[src/sfb_pkg.sv]
// shared constants, types and register codes for the seam feather blend
// no dependencies; used by every other file of the block
package sfb_pkg;

  localparam int unsigned COL_W = 12;  // column and overlap start
  localparam int unsigned WID_W = 13;  // image width and blend span
  localparam int unsigned PIX_W = 8;
  localparam int unsigned NUM_CH = 3;
  localparam int unsigned QUO_W = 8;   // quotient bits, one division cell each
  localparam int unsigned NUM_W = WID_W + QUO_W - 1;  // weighted sum is at most 255 * 4096
  localparam int unsigned PROD_W = NUM_W + 1;

  localparam logic [WID_W-1:0] MaxWidth = 13'd4096;

  localparam int unsigned CFG_IDX_W = 2;
  localparam int unsigned CFG_DATA_W = WID_W;
  localparam logic [CFG_IDX_W-1:0] CfgOverlapStart = 2'd0;
  localparam logic [CFG_IDX_W-1:0] CfgImageWidth = 2'd1;

  typedef logic [PIX_W-1:0] pix_t;
  typedef pix_t [NUM_CH-1:0] rgb_t;
  typedef logic [NUM_W-1:0] num_t;

  // one pixel on its way through the divider chain
  typedef struct packed {
    logic blend;
    logic in_ovl;
    rgb_t base;
    num_t [NUM_CH-1:0] rem;
    num_t dsh;
    rgb_t quo;
  } sfb_div_t;

endpackage

[src/sfb_if.sv]
// pixel input and blended output channels of the seam feather blend
// depends on sfb_pkg for the field widths
interface sfb_in_if;
  import sfb_pkg::*;
  logic valid;
  logic ready;
  logic [COL_W-1:0] column;
  logic [PIX_W-1:0] base_ch0;
  logic [PIX_W-1:0] base_ch1;
  logic [PIX_W-1:0] base_ch2;
  logic [PIX_W-1:0] warp_ch0;
  logic [PIX_W-1:0] warp_ch1;
  logic [PIX_W-1:0] warp_ch2;

  modport source (
    output valid, column, base_ch0, base_ch1, base_ch2, warp_ch0, warp_ch1, warp_ch2,
    input ready
  );
  modport sink (
    input valid, column, base_ch0, base_ch1, base_ch2, warp_ch0, warp_ch1, warp_ch2,
    output ready
  );
endinterface

interface sfb_out_if;
  import sfb_pkg::*;
  logic valid;
  logic ready;
  logic [PIX_W-1:0] out_ch0;
  logic [PIX_W-1:0] out_ch1;
  logic [PIX_W-1:0] out_ch2;
  logic in_overlap;

  modport source (output valid, out_ch0, out_ch1, out_ch2, in_overlap, input ready);
  modport sink (input valid, out_ch0, out_ch1, out_ch2, in_overlap, output ready);
endinterface

[src/sfb_front.sv]
// front end: overlap test and weights, then weighted sums per channel
// depends on sfb_pkg and sfb_in_if; feeds the first division cell
module sfb_front import sfb_pkg::*; (
  input  logic             clk_i,
  input  logic             rst_ni,
  sfb_in_if.sink           pix_in,
  input  logic [COL_W-1:0] start_i,
  input  logic [WID_W-1:0] width_i,
  output logic             valid_o,
  input  logic             ready_i,
  output sfb_div_t         data_o
);

  logic             a_valid_q;
  logic             a_inside_q, a_blend_q;
  rgb_t             a_base_q, a_warp_q;
  logic [WID_W-1:0] a_den_q, a_wb_q;
  logic [COL_W-1:0] a_ww_q;
  logic             a_ready, b_ready;
  logic             b_valid_q;
  sfb_div_t         b_data_q, b_data_d;

  logic [WID_W-1:0] eff_width, col_ext, start_ext;
  logic             in_span, nonblack;

  assign b_ready      = !b_valid_q || ready_i;
  assign a_ready      = !a_valid_q || b_ready;
  assign pix_in.ready = a_ready;
  assign valid_o      = b_valid_q;
  assign data_o       = b_data_q;

  always_comb begin
    eff_width = (width_i > MaxWidth) ? MaxWidth : width_i;
    col_ext   = {1'b0, pix_in.column};
    start_ext = {1'b0, start_i};
    in_span   = (col_ext >= start_ext) && (col_ext < eff_width);
    nonblack  = |{pix_in.warp_ch0, pix_in.warp_ch1, pix_in.warp_ch2};
  end

  always_ff @(posedge clk_i or negedge rst_ni) begin
    if (!rst_ni) begin
      a_valid_q <= 1'b0;
      b_valid_q <= 1'b0;
    end else begin
      if (a_ready) a_valid_q <= pix_in.valid;
      if (b_ready) b_valid_q <= a_valid_q;
    end
  end

  always_ff @(posedge clk_i) begin
    if (a_ready && pix_in.valid) begin
      a_inside_q <= in_span;
      a_blend_q  <= in_span && nonblack;
      a_base_q   <= {pix_in.base_ch2, pix_in.base_ch1, pix_in.base_ch0};
      a_warp_q   <= {pix_in.warp_ch2, pix_in.warp_ch1, pix_in.warp_ch0};
      // only meaningful inside the overlap, where none of these wrap
      a_den_q    <= eff_width - start_ext;
      a_wb_q     <= eff_width - col_ext;
      a_ww_q     <= pix_in.column - start_i;
    end
  end

  always_comb begin
    logic [PROD_W-1:0] sum;
    b_data_d        = '0;
    b_data_d.blend  = a_blend_q;
    b_data_d.in_ovl = a_inside_q;
    b_data_d.base   = a_base_q;
    b_data_d.quo    = '0;
    // divisor lined up with the top quotient bit
    b_data_d.dsh    = {a_den_q, {(QUO_W-1){1'b0}}};
    for (int k = 0; k < NUM_CH; k++) begin
      sum = PROD_W'(a_base_q[k]) * PROD_W'(a_wb_q)
          + PROD_W'(a_warp_q[k]) * PROD_W'(a_ww_q);
      b_data_d.rem[k] = sum[NUM_W-1:0];
    end
  end

  always_ff @(posedge clk_i) begin
    if (b_ready && a_valid_q) b_data_q <= b_data_d;
  end

endmodule

[src/sfb_div_cell.sv]
// one restoring division cell: settles one quotient bit for all three channels
// depends on sfb_pkg; chained eight deep in the top level
module sfb_div_cell import sfb_pkg::*; (
  input  logic     clk_i,
  input  logic     rst_ni,
  input  logic     valid_i,
  output logic     ready_o,
  input  sfb_div_t data_i,
  output logic     valid_o,
  input  logic     ready_i,
  output sfb_div_t data_o
);

  logic     valid_q;
  sfb_div_t data_q, data_d;

  assign ready_o = !valid_q || ready_i;
  assign valid_o = valid_q;
  assign data_o  = data_q;

  always_comb begin
    logic [NUM_W:0] diff;
    data_d     = data_i;
    data_d.dsh = data_i.dsh >> 1;
    for (int k = 0; k < NUM_CH; k++) begin
      diff = {1'b0, data_i.rem[k]} - {1'b0, data_i.dsh};
      data_d.quo[k] = {data_i.quo[k][PIX_W-2:0], !diff[NUM_W]};
      if (!diff[NUM_W]) data_d.rem[k] = diff[NUM_W-1:0];
    end
  end

  always_ff @(posedge clk_i or negedge rst_ni) begin
    if (!rst_ni) begin
      valid_q <= 1'b0;
    end else if (ready_o) begin
      valid_q <= valid_i;
    end
  end

  always_ff @(posedge clk_i) begin
    if (ready_o && valid_i) data_q <= data_d;
  end

endmodule

[src/seam_feather_blend.sv]
// seam feather blend top: config registers, front end, chain of division cells
// depends on sfb_pkg, sfb_in_if, sfb_out_if, sfb_front and sfb_div_cell
//
//   channel    dir  beat
//   pix_in     in   column, base pixel, warped pixel
//   pix_out    out  blended pixel, in_overlap flag
//   cfg        in   write enable, index, data (no handshake)
//
// one pixel per clock sustained while pix_out.ready holds; from input beat to output beat:
// two front stages (weights, then multiply-add) and eight division cells,
// one quotient bit each; the last cell register is the output register
// every stage has its own valid and fills bubbles, so input keeps flowing
// while a result waits until all ten stages hold a pixel; reset empties
// the pipe, config resets to start 0 and width 4096
module seam_feather_blend import sfb_pkg::*; (
  input  logic                  clk_i,
  input  logic                  rst_ni,
  sfb_in_if.sink                pix_in,
  sfb_out_if.source             pix_out,
  input  logic                  cfg_we_i,
  input  logic [CFG_IDX_W-1:0]  cfg_idx_i,
  input  logic [CFG_DATA_W-1:0] cfg_wdata_i
);

  logic [COL_W-1:0] start_q;
  logic [WID_W-1:0] width_q;

  logic     valid [QUO_W+1];
  logic     ready [QUO_W+1];
  sfb_div_t data  [QUO_W+1];

  always_ff @(posedge clk_i or negedge rst_ni) begin
    if (!rst_ni) begin
      start_q <= '0;
      width_q <= MaxWidth;
    end else if (cfg_we_i) begin
      unique case (cfg_idx_i)
        CfgOverlapStart: start_q <= cfg_wdata_i[COL_W-1:0];
        CfgImageWidth:   width_q <= cfg_wdata_i[WID_W-1:0];
        default: ;
      endcase
    end
  end

  sfb_front u_front (
    .clk_i   (clk_i),
    .rst_ni  (rst_ni),
    .pix_in  (pix_in),
    .start_i (start_q),
    .width_i (width_q),
    .valid_o (valid[0]),
    .ready_i (ready[0]),
    .data_o  (data[0])
  );

  for (genvar i = 0; i < QUO_W; i++) begin : g_cell
    sfb_div_cell u_cell (
      .clk_i   (clk_i),
      .rst_ni  (rst_ni),
      .valid_i (valid[i]),
      .ready_o (ready[i]),
      .data_i  (data[i]),
      .valid_o (valid[i+1]),
      .ready_i (ready[i+1]),
      .data_o  (data[i+1])
    );
  end

  assign ready[QUO_W]       = pix_out.ready;
  assign pix_out.valid      = valid[QUO_W];
  // black warped pixel or outside the overlap: base passes through
  assign pix_out.out_ch0    = data[QUO_W].blend ? data[QUO_W].quo[0] : data[QUO_W].base[0];
  assign pix_out.out_ch1    = data[QUO_W].blend ? data[QUO_W].quo[1] : data[QUO_W].base[1];
  assign pix_out.out_ch2    = data[QUO_W].blend ? data[QUO_W].quo[2] : data[QUO_W].base[2];
  assign pix_out.in_overlap = data[QUO_W].in_ovl;

endmodule
[src/flat_wrapper.sv]
// flat-port wrapper written by rule: the top's interface ports become plain ports
module seam_feather_blend_flat import sfb_pkg::*;
  (clk_i, rst_ni, cfg_we_i, cfg_idx_i, cfg_wdata_i, pix_in_valid, pix_in_column, pix_in_base_ch0, pix_in_base_ch1, pix_in_base_ch2, pix_in_warp_ch0, pix_in_warp_ch1, pix_in_warp_ch2, pix_in_ready, pix_out_valid, pix_out_out_ch0, pix_out_out_ch1, pix_out_out_ch2, pix_out_in_overlap, pix_out_ready);
  sfb_in_if pix_in_i ();
  sfb_out_if pix_out_i ();
  input  logic clk_i;
  input  logic rst_ni;
  input  logic cfg_we_i;
  input  logic [CFG_IDX_W-1:0] cfg_idx_i;
  input  logic [CFG_DATA_W-1:0] cfg_wdata_i;
  input wire logic [$bits(pix_in_i.valid)-1:0] pix_in_valid;
  input wire logic [$bits(pix_in_i.column)-1:0] pix_in_column;
  input wire logic [$bits(pix_in_i.base_ch0)-1:0] pix_in_base_ch0;
  input wire logic [$bits(pix_in_i.base_ch1)-1:0] pix_in_base_ch1;
  input wire logic [$bits(pix_in_i.base_ch2)-1:0] pix_in_base_ch2;
  input wire logic [$bits(pix_in_i.warp_ch0)-1:0] pix_in_warp_ch0;
  input wire logic [$bits(pix_in_i.warp_ch1)-1:0] pix_in_warp_ch1;
  input wire logic [$bits(pix_in_i.warp_ch2)-1:0] pix_in_warp_ch2;
  output wire logic [$bits(pix_in_i.ready)-1:0] pix_in_ready;
  output wire logic [$bits(pix_out_i.valid)-1:0] pix_out_valid;
  output wire logic [$bits(pix_out_i.out_ch0)-1:0] pix_out_out_ch0;
  output wire logic [$bits(pix_out_i.out_ch1)-1:0] pix_out_out_ch1;
  output wire logic [$bits(pix_out_i.out_ch2)-1:0] pix_out_out_ch2;
  output wire logic [$bits(pix_out_i.in_overlap)-1:0] pix_out_in_overlap;
  input wire logic [$bits(pix_out_i.ready)-1:0] pix_out_ready;
  assign pix_in_i.valid = pix_in_valid;
  assign pix_in_i.column = pix_in_column;
  assign pix_in_i.base_ch0 = pix_in_base_ch0;
  assign pix_in_i.base_ch1 = pix_in_base_ch1;
  assign pix_in_i.base_ch2 = pix_in_base_ch2;
  assign pix_in_i.warp_ch0 = pix_in_warp_ch0;
  assign pix_in_i.warp_ch1 = pix_in_warp_ch1;
  assign pix_in_i.warp_ch2 = pix_in_warp_ch2;
  assign pix_in_ready = pix_in_i.ready;
  assign pix_out_valid = pix_out_i.valid;
  assign pix_out_out_ch0 = pix_out_i.out_ch0;
  assign pix_out_out_ch1 = pix_out_i.out_ch1;
  assign pix_out_out_ch2 = pix_out_i.out_ch2;
  assign pix_out_in_overlap = pix_out_i.in_overlap;
  assign pix_out_i.ready = pix_out_ready;
  seam_feather_blend u_core (.clk_i(clk_i), .rst_ni(rst_ni), .pix_in(pix_in_i), .pix_out(pix_out_i), .cfg_we_i(cfg_we_i), .cfg_idx_i(cfg_idx_i), .cfg_wdata_i(cfg_wdata_i));
endmodule
[config.mk]
export PLATFORM = sky130hd
export DESIGN_NAME = seam_feather_blend_flat
export DESIGN_NICKNAME = d
export VERILOG_FILES = /design/src/sfb_pkg.sv /design/src/sfb_if.sv /design/src/sfb_front.sv /design/src/sfb_div_cell.sv /design/src/seam_feather_blend.sv /design/src/flat_wrapper.sv
export SDC_FILE = /design/constraint.sdc
export NUM_CORES = 2
export LEC_CHECK = 0
export BUFFER_PORTS_ARGS = -buffer_cell sky130_fd_sc_hd__buf_2
export CAP_MARGIN = 20
export CORE_ASPECT_RATIO = 2
export CORE_MARGIN = 5
export CORE_UTILIZATION = 30
export CTS_BUF_LIST = sky130_fd_sc_hd__clkbuf_8 sky130_fd_sc_hd__clkbuf_16
export CTS_CLUSTER_SIZE = 30
export DETAILED_ROUTE_END_ITERATION = 10
export PLACE_DENSITY = 0.48
export SLEW_MARGIN = 20
export SYNTH_ARGS = -nofsm -noshare
export SYNTH_HDL_FRONTEND = slang
export SYNTH_SLANG_ARGS = --single-unit
[constraint.sdc]
create_clock -name clk_i -period 18.5 [get_ports clk_i]
set_input_delay 1.85 -clock clk_i [delete_from_list [all_inputs] [get_ports clk_i]]
set_output_delay 1.85 -clock clk_i [all_outputs]
set_load 0.1 [all_outputs]
== Word-level counts from Yosys, hierarchy flattened ==
Index checks and enable logic that the tools add are counted.

* Bits in read-only memories: 0
* Latch bits: 0
* Output and inout port bits: 27
* Memories kept: 0
* RAM bits: 0
* Register bits after elaboration: 1049

* Reduce and logical (&&, ||, !) cells: 60
* $mul: 6
* $lt $le $gt $ge: 3
* Shifts and indexed selects: 0
* Equality and inequality tests: 1
* Mux-type cells: 25
* Bitwise logic cells: 0
* $add $sub $neg: 30
* Div/mod/pow operators: 0

{| class="wikitable"
|+ Operators by type and width
! kind !! count
|-
| 20-bit 2-to-1 mux || 21
|-
| 20-bit by 13-bit subtractor with 21-bit output || 3
|-
| 20-bit by 14-bit subtractor with 21-bit output || 3
|-
| 20-bit by 15-bit subtractor with 21-bit output || 3
|-
| 20-bit by 16-bit subtractor with 21-bit output || 3
|-
| 20-bit by 17-bit subtractor with 21-bit output || 3
|-
| 20-bit by 18-bit subtractor with 21-bit output || 3
|-
| 20-bit by 19-bit subtractor with 21-bit output || 3
|-
| 20-bit by 20-bit subtractor with 21-bit output || 3
|-
| 20-bit adder || 3
|-
| 8-bit by 12-bit multiplier with 20-bit output || 3
|-
| 8-bit by 13-bit multiplier with 20-bit output || 3
|-
| 1-bit zero test || 34
|-
| 13-bit by 12-bit subtractor with 13-bit output || 2
|-
| 8-bit 2-to-1 mux || 3
|-
| 24-bit OR reduction || 1
|-
| 13-bit greater-than comparator (second input constant) || 1
|-
| 12-bit by 13-bit less-than comparator with 1-bit output || 1
|-
| 13-bit 2-to-1 mux || 1
|-
| 12-bit >= comparator || 1
|-
| 1-bit logical AND || 12
|-
| 12-bit subtractor || 1
|-
| 1-bit logical OR || 10
|-
| 2-bit AND reduction || 2
|-
| other kinds (2) || 2
|}

== Longest topological paths before layout ==
* Depth in word-level cells: 12
* Depth in mapped cells: 22

== Hierarchy ==
From an unflattened synthesis, not the netlist that was laid out.

* Cell total of the unflattened synthesis: 8310
* Area, all modules: 90491.8 sq um

{| class="wikitable"
|+ Modules (own cells, without submodules)
! module !! area each (sq um) !! cells an instance !! seq. area each (sq um) !! times used
|-
| sfb_div_cell at u_core.g_cell[0].u_cell ... || 8020.2 || 753 || 3898.7 || 4
|-
| sfb_front || 26924.6 || 2687 || 5665.4 || 1
|-
| sfb_div_cell at u_core.g_cell[5].u_cell ... || 7557.2 || 616 || 3898.7 || 3
|-
| sfb_div_cell at u_core.g_cell[4].u_cell || 7559.8 || 682 || 3898.7 || 1
|-
| seam_feather_blend || 1255.0 || 81 || 626.9 || 1
|}

== Worst setup path after synthesis ==
OpenSTA, ideal clock, no wires.

* Path type: input to register
* Start: in pix_out_ready
* End: reg u_core.g_cell[3].u_cell.data_q, in the netlist u_core.g_cell[3].u_cell.data_o[0] (enable)
* Data arrival time: 7.037 ns
* Required time: 17.904 ns
* Slack: 10.867 ns
* Cell stages on the path: 4
* Cells stage by stage: nor2b_1 > nand3_1 > nor2_1 > nor2b_1

* Cells in the longest elaborated chain, start to end: 6

{| class="wikitable"
|+ RTL lines
! element !! line !! RTL
|-
| start, declared || flat_wrapper.sv:25 || <nowiki>input wire logic [$bits(pix_out_i.ready)-1:0] pix_out_ready;</nowiki>
|-
| 1-bit logical OR (5 in a row) || sfb_div_cell.sv:17 || <nowiki>assign ready_o = !valid_q || ready_i;</nowiki>
|-
| 1-bit logical AND || sfb_div_cell.sv:41 || <nowiki>if (ready_o && valid_i) data_q <= data_d;</nowiki>
|-
| end signal, assigned || sfb_div_cell.sv:41 ||
|-
| end, declared || sfb_div_cell.sv:15 || <nowiki>sfb_div_t data_q, data_d;</nowiki>
|}

Every way passes these cells.
A chain may end at the register's enable or synchronous reset.

==> results.py <==
metrics = {
    "worst_setup_path": {
        "crit_arrival_ns": 6.88,
        "critical_path.startpoint_type": "register",
        "critPathCaptureType": "register",
        "timing.setup.critical_path_class": "register to register",
        "crit_required_ns": 18.95,
        "critical_path.max_fanout": 24,
    },
    "global_route": {
        "grt_first_pass_wirelength_um": 276000,
        "overflow": 0,
        "grt_antenna_before_repair": 13,
        "grt_util_met3_pct": 2.07,
        "grt_max_degree": 69,
        "first_global_vias": 44600,
        "grt.met2_usage_pct": 25.0,
        "grt_busiest_layer": "met2",
        "groute.layer.met1.usage_pct": 20.2,
        "gr-usage-all-layers_pct": 14.8,
    },
    "timing": {
        "postLayoutSetupSlackWorst_ns": 12.07,
        "final_max_slew_viol_count": 0,
        "rsz0062_at_grt": "no",
        "setup_viol": 0,
        "final-hold-violation-count": 0,
        "timing.final.crit_share_pct": 34.8,
        "tightest_slew_ns": 1.09,
        "finalWorstPathRequiredPeriod_ns": 6.43,
        "maxSlewHeadroom_pct": 27.2,
        "fin_skew_ns": 0.0519,
        "max_freq_mhz": 155,
        "setup_total_negative_slack_ns": 0,
    },
    "clock_network": {
        "cts_post_setup_buffers_inserted": 0,
        "cts-root-buf": "clkbuf_16",
        "clock_path_buffers": 3,
        "worst_skew_pair.late_latency_ns": 0.74,
        "cts_max_level": 3,
        "cts_hold_buffers": 0,
        "cts_tree": "done",
        "cts_sinks": 1049,
        "post_cts.resized_instances": 0,
        "clk_transition_reported_paths_ns": 0.06,
        "tritoncts.num_buffers": 107,
    },
    "yosys": {
        "predominant_post_synthesis_flop_cell": "edfxtp_1",
        "synthDominantAreaCellType": "edfxtp_1",
        "synth_area_in_simple_gates_pct": 11.0,
        "yosysMostFrequentCell": "edfxtp_1",
        "yosys-mux-area-fraction_pct": 2.47,
        "synth.yosys.warnings": 0,
        "synth_compound_area_share_pct": 9.18,
        "post_synth.cell_area_avg_um2": 11.5,
        "post_synth_most_frequent_cells": "edfxtp_1, inv_1, nand2_1",
        "yosys.area_share.xor_xnor_pct": 3.47,
        "synth_adder_area_share_pct": 23.9,
        "synth-edff-count": 1014,
        "largest_family_of_logic_cells_by_synthesized_area": "adder cells",
        "synthCells": 6104,
        "synth_fp_nets": 7225,
        "synthesis.area_um2": 70100,
        "fraction_of_post_synthesis_cell_area_in_the_top_cell_type_by_area_pct": 43.4,
        "number_of_synthesized_register_bits": 1049,
        "netlist-cell-type-count": 88,
        "synth_async_sr_flop_share_pct": 3.34,
        "synth_seq_area_share_pct": 44.7,
        "ys_top_cells_by_area": "edfxtp_1, fa_1, ha_1",
    },
    "drt": {
        "via_per_inst": 4.70,
        "ant_nets": 0,
        "detail_route.drc_violations": 0,
        "vias": 43900,
        "initialDrtViolationCount": 2825,
        "avg_wl_per_cell_um": 19.4,
        "routed_wirelength_um": 182000,
        "drt-pass1-iter-count": 6,
    },
    "die": {
        "row_count": 251,
        "die_h_um": 694,
        "die_x_um": 352,
        "pin_count": 107,
        "design.core.area_um2": 233000,
        "initial_cell_density_of_the_core_pct": 30.1,
        "design.die.area_um2": 244000,
    },
    "place": {
        "dp_worst_setup_slack_ns": 12.05,
        "io_buffer_count": 106,
        "gp_congestion": 0.820,
        "post_dp_cell_area_um2": 74300,
        "placed_wire_length_estimate_after_detailed_placement_um": 141000,
        "placed_cells_incl_taps": 9143,
    },
    "hold_path": {
        "hold_path_class": "register to register",
    },
    "finish": {
        "final_cell_count_no_fill": 9351,
        "post_route_cells_drive_above_1_share_pct": 6.59,
        "finalNetCount": 7338,
        "layout-area-overhead-vs-synth_pct": 11.1,
        "fillerInstances": 23500,
        "finalInstanceArea_um2": 77900,
    },
    "outcome": {
        "outcome": "finished clean",
    },
    "flow_run": {
        "drv.max_cap_violation_count": 0,
    },
}
[cell usage in the layout (no fill, tap or decap), types with 100 or more instances in the layout]
master / n
o21ai_1: 119
clkbuf_16: 107
and2_1: 309
edfxtp_1: 1014
o21ai_0: 149
fa_1: 495
inv_1: 837
xor2_1: 100
xnor2_1: 178
ha_1: 546
buf_2: 105
a21oi_1: 290
nor2_1: 277
nand2_1: 563
[flip-flops by register name (all words and copies together), names as in the netlist]
register and flops:
u_core.u_front.data_o 99, u_core.u_front.valid_o 1, u_core.g_cell.u_cell.valid_o 8, u_core.u_front.a_inside_q 1
u_core.g_cell.u_cell.data_o 827, u_core.u_front.a_blend_q 1, u_core.start_q 12, u_core.u_front.a_den_q 13
u_core.u_front.a_base_q 24, u_core.u_front.a_valid_q 1, u_core.u_front.a_wb_q 13, u_core.u_front.a_warp_q 24
u_core.width_q 13, u_core.u_front.a_ww_q 12
[worst paths after layout]
check,slack (ns),end,from,depth (start not counted)
max,12.07,u_core.u_front.data_o[62],u_core.u_front.a_ww_q[11],19
min,0.39,u_core.g_cell[2].u_cell.data_o[110],u_core.g_cell[1].u_cell.data_o[110],0
max reg2reg,12.07,u_core.u_front.data_o[62],u_core.u_front.a_ww_q[11],19
min reg2reg,0.39,u_core.g_cell[2].u_cell.data_o[110],u_core.g_cell[1].u_cell.data_o[110],0
max in group asynchronous,16.89,u_core.width_q[0],rst_ni,1
min in group asynchronous,1.08,u_core.g_cell[7].u_cell.valid_o,rst_ni,1
[critical path, stage by stage, from the launching register on]
cell,delay [ns]
edfxtp_1,1.05
nand2_1,0.17
fa_1,0.55
inv_1,0.05
fa_1,0.47
fa_1,0.59
fa_1,0.44
fa_1,0.49
inv_1,0.05
fa_1,0.47
inv_1,0.05
ha_1,0.33
and4_1,0.26
and3_1,0.21
a221oi_1,0.27
o21ai_1,0.10
a31oi_1,0.26
o21bai_1,0.10
a21oi_1,0.19
xnor2_1,0.08
[logic make-up (layout without fill, tap and decap cells)]
| logic type | count (synthesis) | in the layout |
|---|---|---|
| xor+xnor | 278 | 278 |
| flops | 1049 | 1049 |
| fa+ha+maj | 1041 | 1041 |
| compound gates | 1019 | 1019 |
| mux | 156 | 156 |
| buf+inv | 981 | 1185 |
| other cells | 0 | 7 |
| simple gates | 1580 | 1580 |
[stage by stage]
stage / utilization (%) / hold slack (ns)
after floorplan: - / 0.400
after detailed placement: 31.9 / 0.405
after global placement: 31.9 / 0.400
after global routing: 33.4 / 0.383
final: 33.4 / 0.391
after CTS: 33.4 / 0.390
[layer usage]
| metal | wire length [um] | share of wire [%] |
|---|---|---|
| met1 | 81600 | 45 |
| met2 | 88100 | 48 |
| met3 | 7620 | 4.2 |
| met4 | 4480 | 2.5 |
| met5 | 23 | 0.013 |
[final cells by class]
type | instances | area [um^2] | share of cell area (%)
Clock inverter | 92 | 870 | 1.12
Antenna cell | 7 | 17.5 | 0.0225
Tap cell | 3036 | 3800 | 4.88
Sequential cell | 1049 | 31300 | 40.2
Clock buffer | 108 | 2690 | 3.46
Multi-Input combinational cell | 4074 | 35100 | 45.1
Timing Repair Buffer | 159 | 938 | 1.20
Inverter | 826 | 3100 | 3.98
Power is left out: the tool's default activity adds up to more than one toggle a clock period on the data nets, which glitch-free logic cannot reach.
